## src/ptt_pkg.sv

```systemverilog
`timescale 1ns / 1ps

package ptt_pkg;

  // Command codes carried by an input item.
  typedef enum logic [1:0] {
    CMD_TICK      = 2'd0,
    CMD_DIV_WRITE = 2'd1,
    CMD_CNT_WRITE = 2'd2,
    CMD_NONE      = 2'd3
  } cmd_t;

  // Register indexes on the configuration port (byte address = 4 * index).
  localparam logic [1:0] REG_ENABLE = 2'd0;
  localparam logic [1:0] REG_RATE   = 2'd1;
  localparam logic [1:0] REG_RELOAD = 2'd2;

  localparam int          ACC_W   = 32;
  localparam logic [7:0]  CNT_MAX = 8'hFF;

  // Every period is a power of two, so the remainder is a mask and
  // reaching the period means some bit above the mask is set.
  function automatic logic [ACC_W-1:0] period_mask(input logic [1:0] rate);
    logic [ACC_W-1:0] mask;
    case (rate)
      2'd0:    mask = ACC_W'(1023);
      2'd1:    mask = ACC_W'(15);
      2'd2:    mask = ACC_W'(63);
      2'd3:    mask = ACC_W'(255);
      default: mask = ACC_W'(1023);
    endcase
    return mask;
  endfunction

endpackage

```

## src/prescaled_tick_timer_with_reload.sv

```systemverilog
`timescale 1ns / 1ps

// A result becomes valid once its item has left the input register: the item waits there, then
// the timer state and the result register update together; an output stall holds it in between.
// Throughput: one item per cycle while the output is not stalled; the single-pass update of the counters sets this.
// Reset (rst_n low, synchronous): all timer state, the configuration registers and valid flags clear.
// Configuration writes take effect at the APB access edge; reads return the registers.
module prescaled_tick_timer_with_reload
  import ptt_pkg::*;
(
  input  logic        clk,
  input  logic        rst_n,

  input  logic        in_valid,
  output logic        in_ready,
  input  logic [1:0]  in_command,
  input  logic [7:0]  in_cycles,
  input  logic [7:0]  in_write_value,

  output logic        out_valid,
  input  logic        out_ready,
  output logic [7:0]  out_divider,
  output logic [7:0]  out_counter,
  output logic        out_timer_irq,

  input  logic        psel,
  input  logic        penable,
  input  logic        pwrite,
  input  logic [3:0]  paddr,
  input  logic [31:0] pwdata,
  output logic [31:0] prdata,
  output logic        pready
);

  // Configuration registers.
  logic       enable_r;
  logic [1:0] rate_r;
  logic [7:0] reload_r;

  // Input register.
  logic       s1_valid_r;
  cmd_t       s1_cmd_r;
  logic [7:0] s1_cycles_r;
  logic [7:0] s1_wval_r;

  // Timer state; the result fields come straight from it.
  logic [7:0]       fine_r, fine_nxt;
  logic [ACC_W-1:0] prescale_r, prescale_nxt;
  logic [7:0]       divider_r, divider_nxt;
  logic [7:0]       counter_r, counter_nxt;
  logic             irq_r, irq_nxt;
  logic             out_valid_r;

  logic             advance;
  logic             cfg_write;
  logic [8:0]       fine_sum;
  logic [ACC_W-1:0] pre_sum;
  logic [ACC_W-1:0] mask;
  logic             reached;

  // The item in the input register moves on when the result register is free.
  assign advance  = s1_valid_r && (!out_valid_r || out_ready);
  assign in_ready = !s1_valid_r || advance;

  assign out_valid     = out_valid_r;
  assign out_divider   = divider_r;
  assign out_counter   = counter_r;
  assign out_timer_irq = irq_r;

  // APB configuration port.
  assign pready    = 1'b1;
  assign cfg_write = psel && penable && pwrite && pready;

  always_ff @(posedge clk) begin
    if (!rst_n) begin
      enable_r <= 1'b0;
      rate_r   <= 2'd0;
      reload_r <= 8'd0;
    end else if (cfg_write) begin
      case (paddr[3:2])
        REG_ENABLE: enable_r <= pwdata[0];
        REG_RATE:   rate_r   <= pwdata[1:0];
        REG_RELOAD: reload_r <= pwdata[7:0];
        default: ;
      endcase
    end
  end

  always_comb begin
    case (paddr[3:2])
      REG_ENABLE: prdata = {31'd0, enable_r};
      REG_RATE:   prdata = {30'd0, rate_r};
      REG_RELOAD: prdata = {24'd0, reload_r};
      default:    prdata = 32'd0;
    endcase
  end

  // Input register.
  always_ff @(posedge clk) begin
    if (!rst_n) begin
      s1_valid_r <= 1'b0;
    end else if (in_ready) begin
      s1_valid_r <= in_valid;
    end
  end

  always_ff @(posedge clk) begin
    if (in_valid && in_ready) begin
      s1_cmd_r    <= cmd_t'(in_command);
      s1_cycles_r <= in_cycles;
      s1_wval_r   <= in_write_value;
    end
  end

  // Next timer state for the item in the input register.
  always_comb begin
    fine_sum     = {1'b0, fine_r} + {1'b0, s1_cycles_r};
    pre_sum      = prescale_r + {{(ACC_W-8){1'b0}}, s1_cycles_r};
    mask         = period_mask(rate_r);
    reached      = |(pre_sum & ~mask);
    fine_nxt     = fine_r;
    prescale_nxt = prescale_r;
    divider_nxt  = divider_r;
    counter_nxt  = counter_r;
    irq_nxt      = 1'b0;
    case (s1_cmd_r)
      CMD_TICK: begin
        // The fine sum never reaches 512, so bit 8 alone marks a divider step.
        fine_nxt     = fine_sum[7:0];
        prescale_nxt = pre_sum;
        if (fine_sum[8]) begin
          divider_nxt = divider_r + 8'd1;
        end
        if (enable_r && reached) begin
          if (counter_r == CNT_MAX) begin
            counter_nxt = reload_r;
            irq_nxt     = 1'b1;
          end else begin
            counter_nxt = counter_r + 8'd1;
          end
          prescale_nxt = pre_sum & mask;
        end
      end
      CMD_DIV_WRITE: divider_nxt = 8'd0;
      CMD_CNT_WRITE: counter_nxt = s1_wval_r;
      default: ;
    endcase
  end

  // State and result register.
  always_ff @(posedge clk) begin
    if (!rst_n) begin
      fine_r      <= 8'd0;
      prescale_r  <= '0;
      divider_r   <= 8'd0;
      counter_r   <= 8'd0;
      irq_r       <= 1'b0;
      out_valid_r <= 1'b0;
    end else begin
      if (advance) begin
        fine_r     <= fine_nxt;
        prescale_r <= prescale_nxt;
        divider_r  <= divider_nxt;
        counter_r  <= counter_nxt;
        irq_r      <= irq_nxt;
      end
      if (advance) begin
        out_valid_r <= 1'b1;
      end else if (out_ready) begin
        out_valid_r <= 1'b0;
      end
    end
  end

  // A held item in the input register is never dropped.
  a_s1_hold: assert property (@(posedge clk) disable iff (!rst_n)
    s1_valid_r && !advance |=> s1_valid_r)
    else $error("input register lost an item while stalled");

  // Only a tick can raise the interrupt.
  a_irq_tick: assert property (@(posedge clk) disable iff (!rst_n)
    advance && s1_cmd_r != CMD_TICK |=> !irq_r)
    else $error("interrupt raised by a non-tick item");

  // A counter write loads the counter with the written value.
  a_cnt_write: assert property (@(posedge clk) disable iff (!rst_n)
    advance && s1_cmd_r == CMD_CNT_WRITE |=> counter_r == $past(s1_wval_r))
    else $error("counter write not applied");

  // After an enabled tick the prescale accumulator is below the period.
  a_pre_range: assert property (@(posedge clk) disable iff (!rst_n)
    advance && s1_cmd_r == CMD_TICK && enable_r
    |=> (prescale_r & ~period_mask($past(rate_r))) == '0)
    else $error("prescale accumulator not reduced");

endmodule

```

## config.mk

```make
export PLATFORM = sky130hd
export DESIGN_NAME = prescaled_tick_timer_with_reload
export DESIGN_NICKNAME = d
export VERILOG_FILES = /design/src/ptt_pkg.sv /design/src/prescaled_tick_timer_with_reload.sv
export SDC_FILE = /design/constraint.sdc
export NUM_CORES = 1
export LEC_CHECK = 0
export BUFFER_PORTS_ARGS = -buffer_cell sky130_fd_sc_hd__clkbuf_2
export CAP_MARGIN = 20
export CORE_MARGIN = 2
export CORE_UTILIZATION = 30
export CTS_BUF_LIST = sky130_fd_sc_hd__clkbuf_2
export DETAILED_ROUTE_END_ITERATION = 16
export GPL_ROUTABILITY_DRIVEN = 0
export PLACE_DENSITY = 0.57
export SYNTH_ARGS = -nofsm -noshare
export SYNTH_HDL_FRONTEND = slang
export SYNTH_SLANG_ARGS = --single-unit
```

## constraint.sdc

```tcl
create_clock -name clk -period 3.3 [get_ports clk]
set_clock_uncertainty 0.2 [all_clocks]
set_input_delay 0.33 -clock clk [delete_from_list [all_inputs] [get_ports clk]]
set_output_delay 0.33 -clock clk [all_outputs]
set_load 0.005 [all_outputs]
```

==> results.toml <==
[run_status]
outcome = "complete, but fails checks"
violations = "setup timing"

[drt]
drc = 0
wl_um = 13700
vias = 4777
dr.pass1.iters = 4
via_per_inst = 4.80
drt_iter0_markers = 201
drtAntennaViolNets = 0
avgRoutedWirePerCell_um = 13.7

[clock_tree]
cts.sinks = 88
numCtsBuffers = 9
cts_tree = "yes"
clk_latency_ps = 620
clk_pin_slew_ps = 280
cts_buffer_depth = 2
cts-root-buf = "clkbuf_2"
cts_max_level = 3

[logic_synthesis]
synth_cell_type_count = 65
ys_seq_area_share_pct = 36.1
async_reset_ff_share_pct = 0
synth_mux_area_share_pct = 4.47
ys_ff_latch = 88
synth_top_family_by_area = "simple AND/OR/NAND/NOR gates"
synth_xor_area_share_pct = 7.65
synth_fa_ha_area_share_pct = 5.40
synth-edff-count = 18
synth_flop_cell = "dfxtp_1"
avgSynthCellArea_um2 = 8.68
syn_inst = 620
synth_area_um2 = 5380
yosys_warnings = 0
synth_compound_area_share_pct = 15.5
synthSimpleGateAreaFrac_pct = 23.8

[worst_hold_path]
hp-class = "in2reg"

[final_layout]
final_common_cell = "nand2_1"
final_cells = 995
areaGrowthSynthToFinish_pct = 28.5
postLayoutCoreUtil_pct = 39.7
fin_nets = 847
most-common-layout-cells = "nand2_1, clkbuf_2, dfxtp_1"
design_area_um2 = 6910
drive_gt1_share_pct = 22.9

[sta]
finalMaxSlewViolations = 0
fin_crit_sh_pct = 104
fin_hold_ws_ps = 99.9
fin_crit_ps = 3440
rsz0062_at_grt = "yes"
relSlewSlack_pct = 43.8
worst_pin_slew_ps = 841
setup_viol_count_final = 31
final_hold_viol_count = 0
max_freq_ghz = 0.291
worst_slack_ps = -136

[pwr]
total_power_mw = 2.00
cellPowerDensity_nw_per_um2 = 290
p_leak_nw = 2.83
vdd_drop_max_mv = 0.264

[critical_path]
cp-start-kind = "flip-flop"
slowest_stage = "edfxtp_1"
critPathRequiredTime_ps = 3680
critical-path-max-stage-delay_ps = 460
path_max_fanout = 6
crit_type = "reg2reg"
cp.arrival_ps = 3810
cp-end-kind = "flip-flop"
crit_chain = "ha_2 > fa_2 > a211oi_2 > o211ai_1 > and2_4 > and3_1 > xor2_1 > a2111oi_4 > a31oi_4 > buf_12 > buf_4 > a211o_1 > a21boi_2"

[place]
io_buffers = 61
place_hpwl_um = 9560
dp_cells = 932
placed_area_um2 = 6210

[grt]
grt_pass1_wl_um = 22400
overflow = 0
grt_use_total_pct = 14.9
grt_pass1_vias = 4514
grt_max_degree = 48
antenna_found_initial = 0

[floorplan]
start_util_pct = 30.9
pin_count = 113
rows = 48
die_area_um2 = 19000
core_um2 = 17400
dieHeight_um = 138
die-width_um = 138

[run]
cap_violations = 0
==> metrics by stage <==
| step | TNS [ps] | setup WS [ps] |
|---|---|---|
| after floorplan | 0 | 1.03 |
| after global placement | -4090 | -159 |
| after detailed placement | -4910 | -199 |
| after CTS | -1090 | -124 |
| after global routing | -8550 | -329 |
| final | -2630 | -136 |
==> cell type report <==
cell class	count	area [um2]
Antenna cell	1	2.50
Inverter	17	63.8
Clock inverter	7	78.8
Clock buffer	9	45.0
Sequential cell	88	1940
Tap cell	225	282
Multi-Input combinational cell	484	3290
Fill cell	1800	10500
Timing Repair Buffer	164	1210
==> logic make-up (layout without fill, tap and decap cells) <==
group / after synthesis / count (layout)
and+or+nand+nor: 248 / 248
AOI/OAI and AO/OA: 118 / 118
DFF: 88 / 88
buffers and inverters: 71 / 197
xor gates and xnor gates: 47 / 47
muxes: 24 / 24
adders and majority gates: 22 / 22
other: 2 / 26
==> critical path, delay by kind of cell, from the launching register on <==
| family | cells | cell delay, ps |
|---|---|---|
| AOI/OAI and AO/OA | 6 | 1270 |
| xor gates and xnor gates | 1 | 180 |
| adders and majority gates | 2 | 600 |
| buffers and inverters | 2 | 290 |
| DFF | 1 | 460 |
| and+or+nand+nor | 2 | 390 |
==> final timing paths <==
check / from / end / slack, ps / cells past startpoint
max: s1_cycles_r[0] / prescale_r[6] / -140 / 13
min: rst_n / prescale_r[28] / 100 / 2
max reg2reg: s1_cycles_r[0] / prescale_r[6] / -140 / 13
min reg2reg: prescale_r[5] / prescale_r[5] / 280 / 2
==> state kept, by name, indices dropped and copies added, names as in the netlist, 2 cells and up <==
register / flops
out_divider: 8
fine_r: 8
rate_r: 2
prescale_r: 32
s1_cmd_r: 2
reload_r: 8
out_counter: 8
s1_cycles_r: 8
s1_wval_r: 8
==> synth_stat cells (3+ instances only) <==
| library cell | instances | share of area (%) |
|---|---|---|
| nand2_1 | 75 | 5.2 |
| dfxtp_1 | 70 | 26 |
| nor2_1 | 32 | 2.2 |
| o21ai_0 | 32 | 3.0 |
| nand3_1 | 28 | 2.6 |
| xnor2_1 | 26 | 4.2 |
| and3_1 | 25 | 2.9 |
| buf_4 | 25 | 3.5 |
| mux2i_1 | 24 | 4.5 |
| a21oi_1 | 23 | 2.1 |
| xor2_1 | 21 | 3.4 |
| clkbuf_1 | 20 | 1.4 |
| ha_1 | 20 | 4.7 |
| nor2b_1 | 19 | 2.2 |
| and2_1 | 18 | 2.1 |
| edfxtp_1 | 18 | 10 |
| inv_1 | 17 | 1.2 |
| nand4_1 | 12 | 1.4 |
| a211oi_1 | 9 | 1.3 |
| nor3_1 | 8 | 0.74 |
| and4_1 | 7 | 1.1 |
| a21boi_0 | 6 | 0.84 |
| nand2b_1 | 5 | 0.58 |
| o211ai_1 | 5 | 0.70 |
| a21o_1 | 4 | 0.56 |
| buf_2 | 4 | 0.37 |
| nor4_1 | 4 | 0.47 |
| o211a_1 | 4 | 0.74 |
| a2111oi_0 | 3 | 0.49 |
| a211o_1 | 3 | 0.49 |
| a21boi_1 | 3 | 0.42 |
| buf_1 | 3 | 0.21 |
| nand3b_1 | 3 | 0.42 |
| or2_2 | 3 | 0.35 |
| or3_1 | 3 | 0.35 |
==> report_power, final <==
group | switching [mW] | internal (mW) | leakage [nW]
combinational | 0.121 | 0.128 | 2.01
clock | 0.420 | 0.185 | 0.0725
sequential | 0.0215 | 1.13 | 0.741
total | 0.563 | 1.44 | 2.83
==> timing repair <==
action / CTS / global route
setup buffers: 2 / 6
hold buffers: 38 / 0
gates resized for setup: 15 / 20
setup endpoints to repair: 34 / 43
pin swaps: 8 / 7
endpoints found under the hold margin: 31 / 0
==> metal layers <==
| layer | vias to the layer above | GRT usage, % | routed length (um) |
|---|---|---|---|
| li1 | 2425 | - | - |
| met1 | 2247 | 19.6 | 6350 |
| met2 | 89 | 24.4 | 6550 |
| met3 | 16 | 3.95 | 580 |
| met4 | 0 | 3.57 | 187 |
| met5 | - | 0 | 0 |
Power figures use the tool's default switching activity.
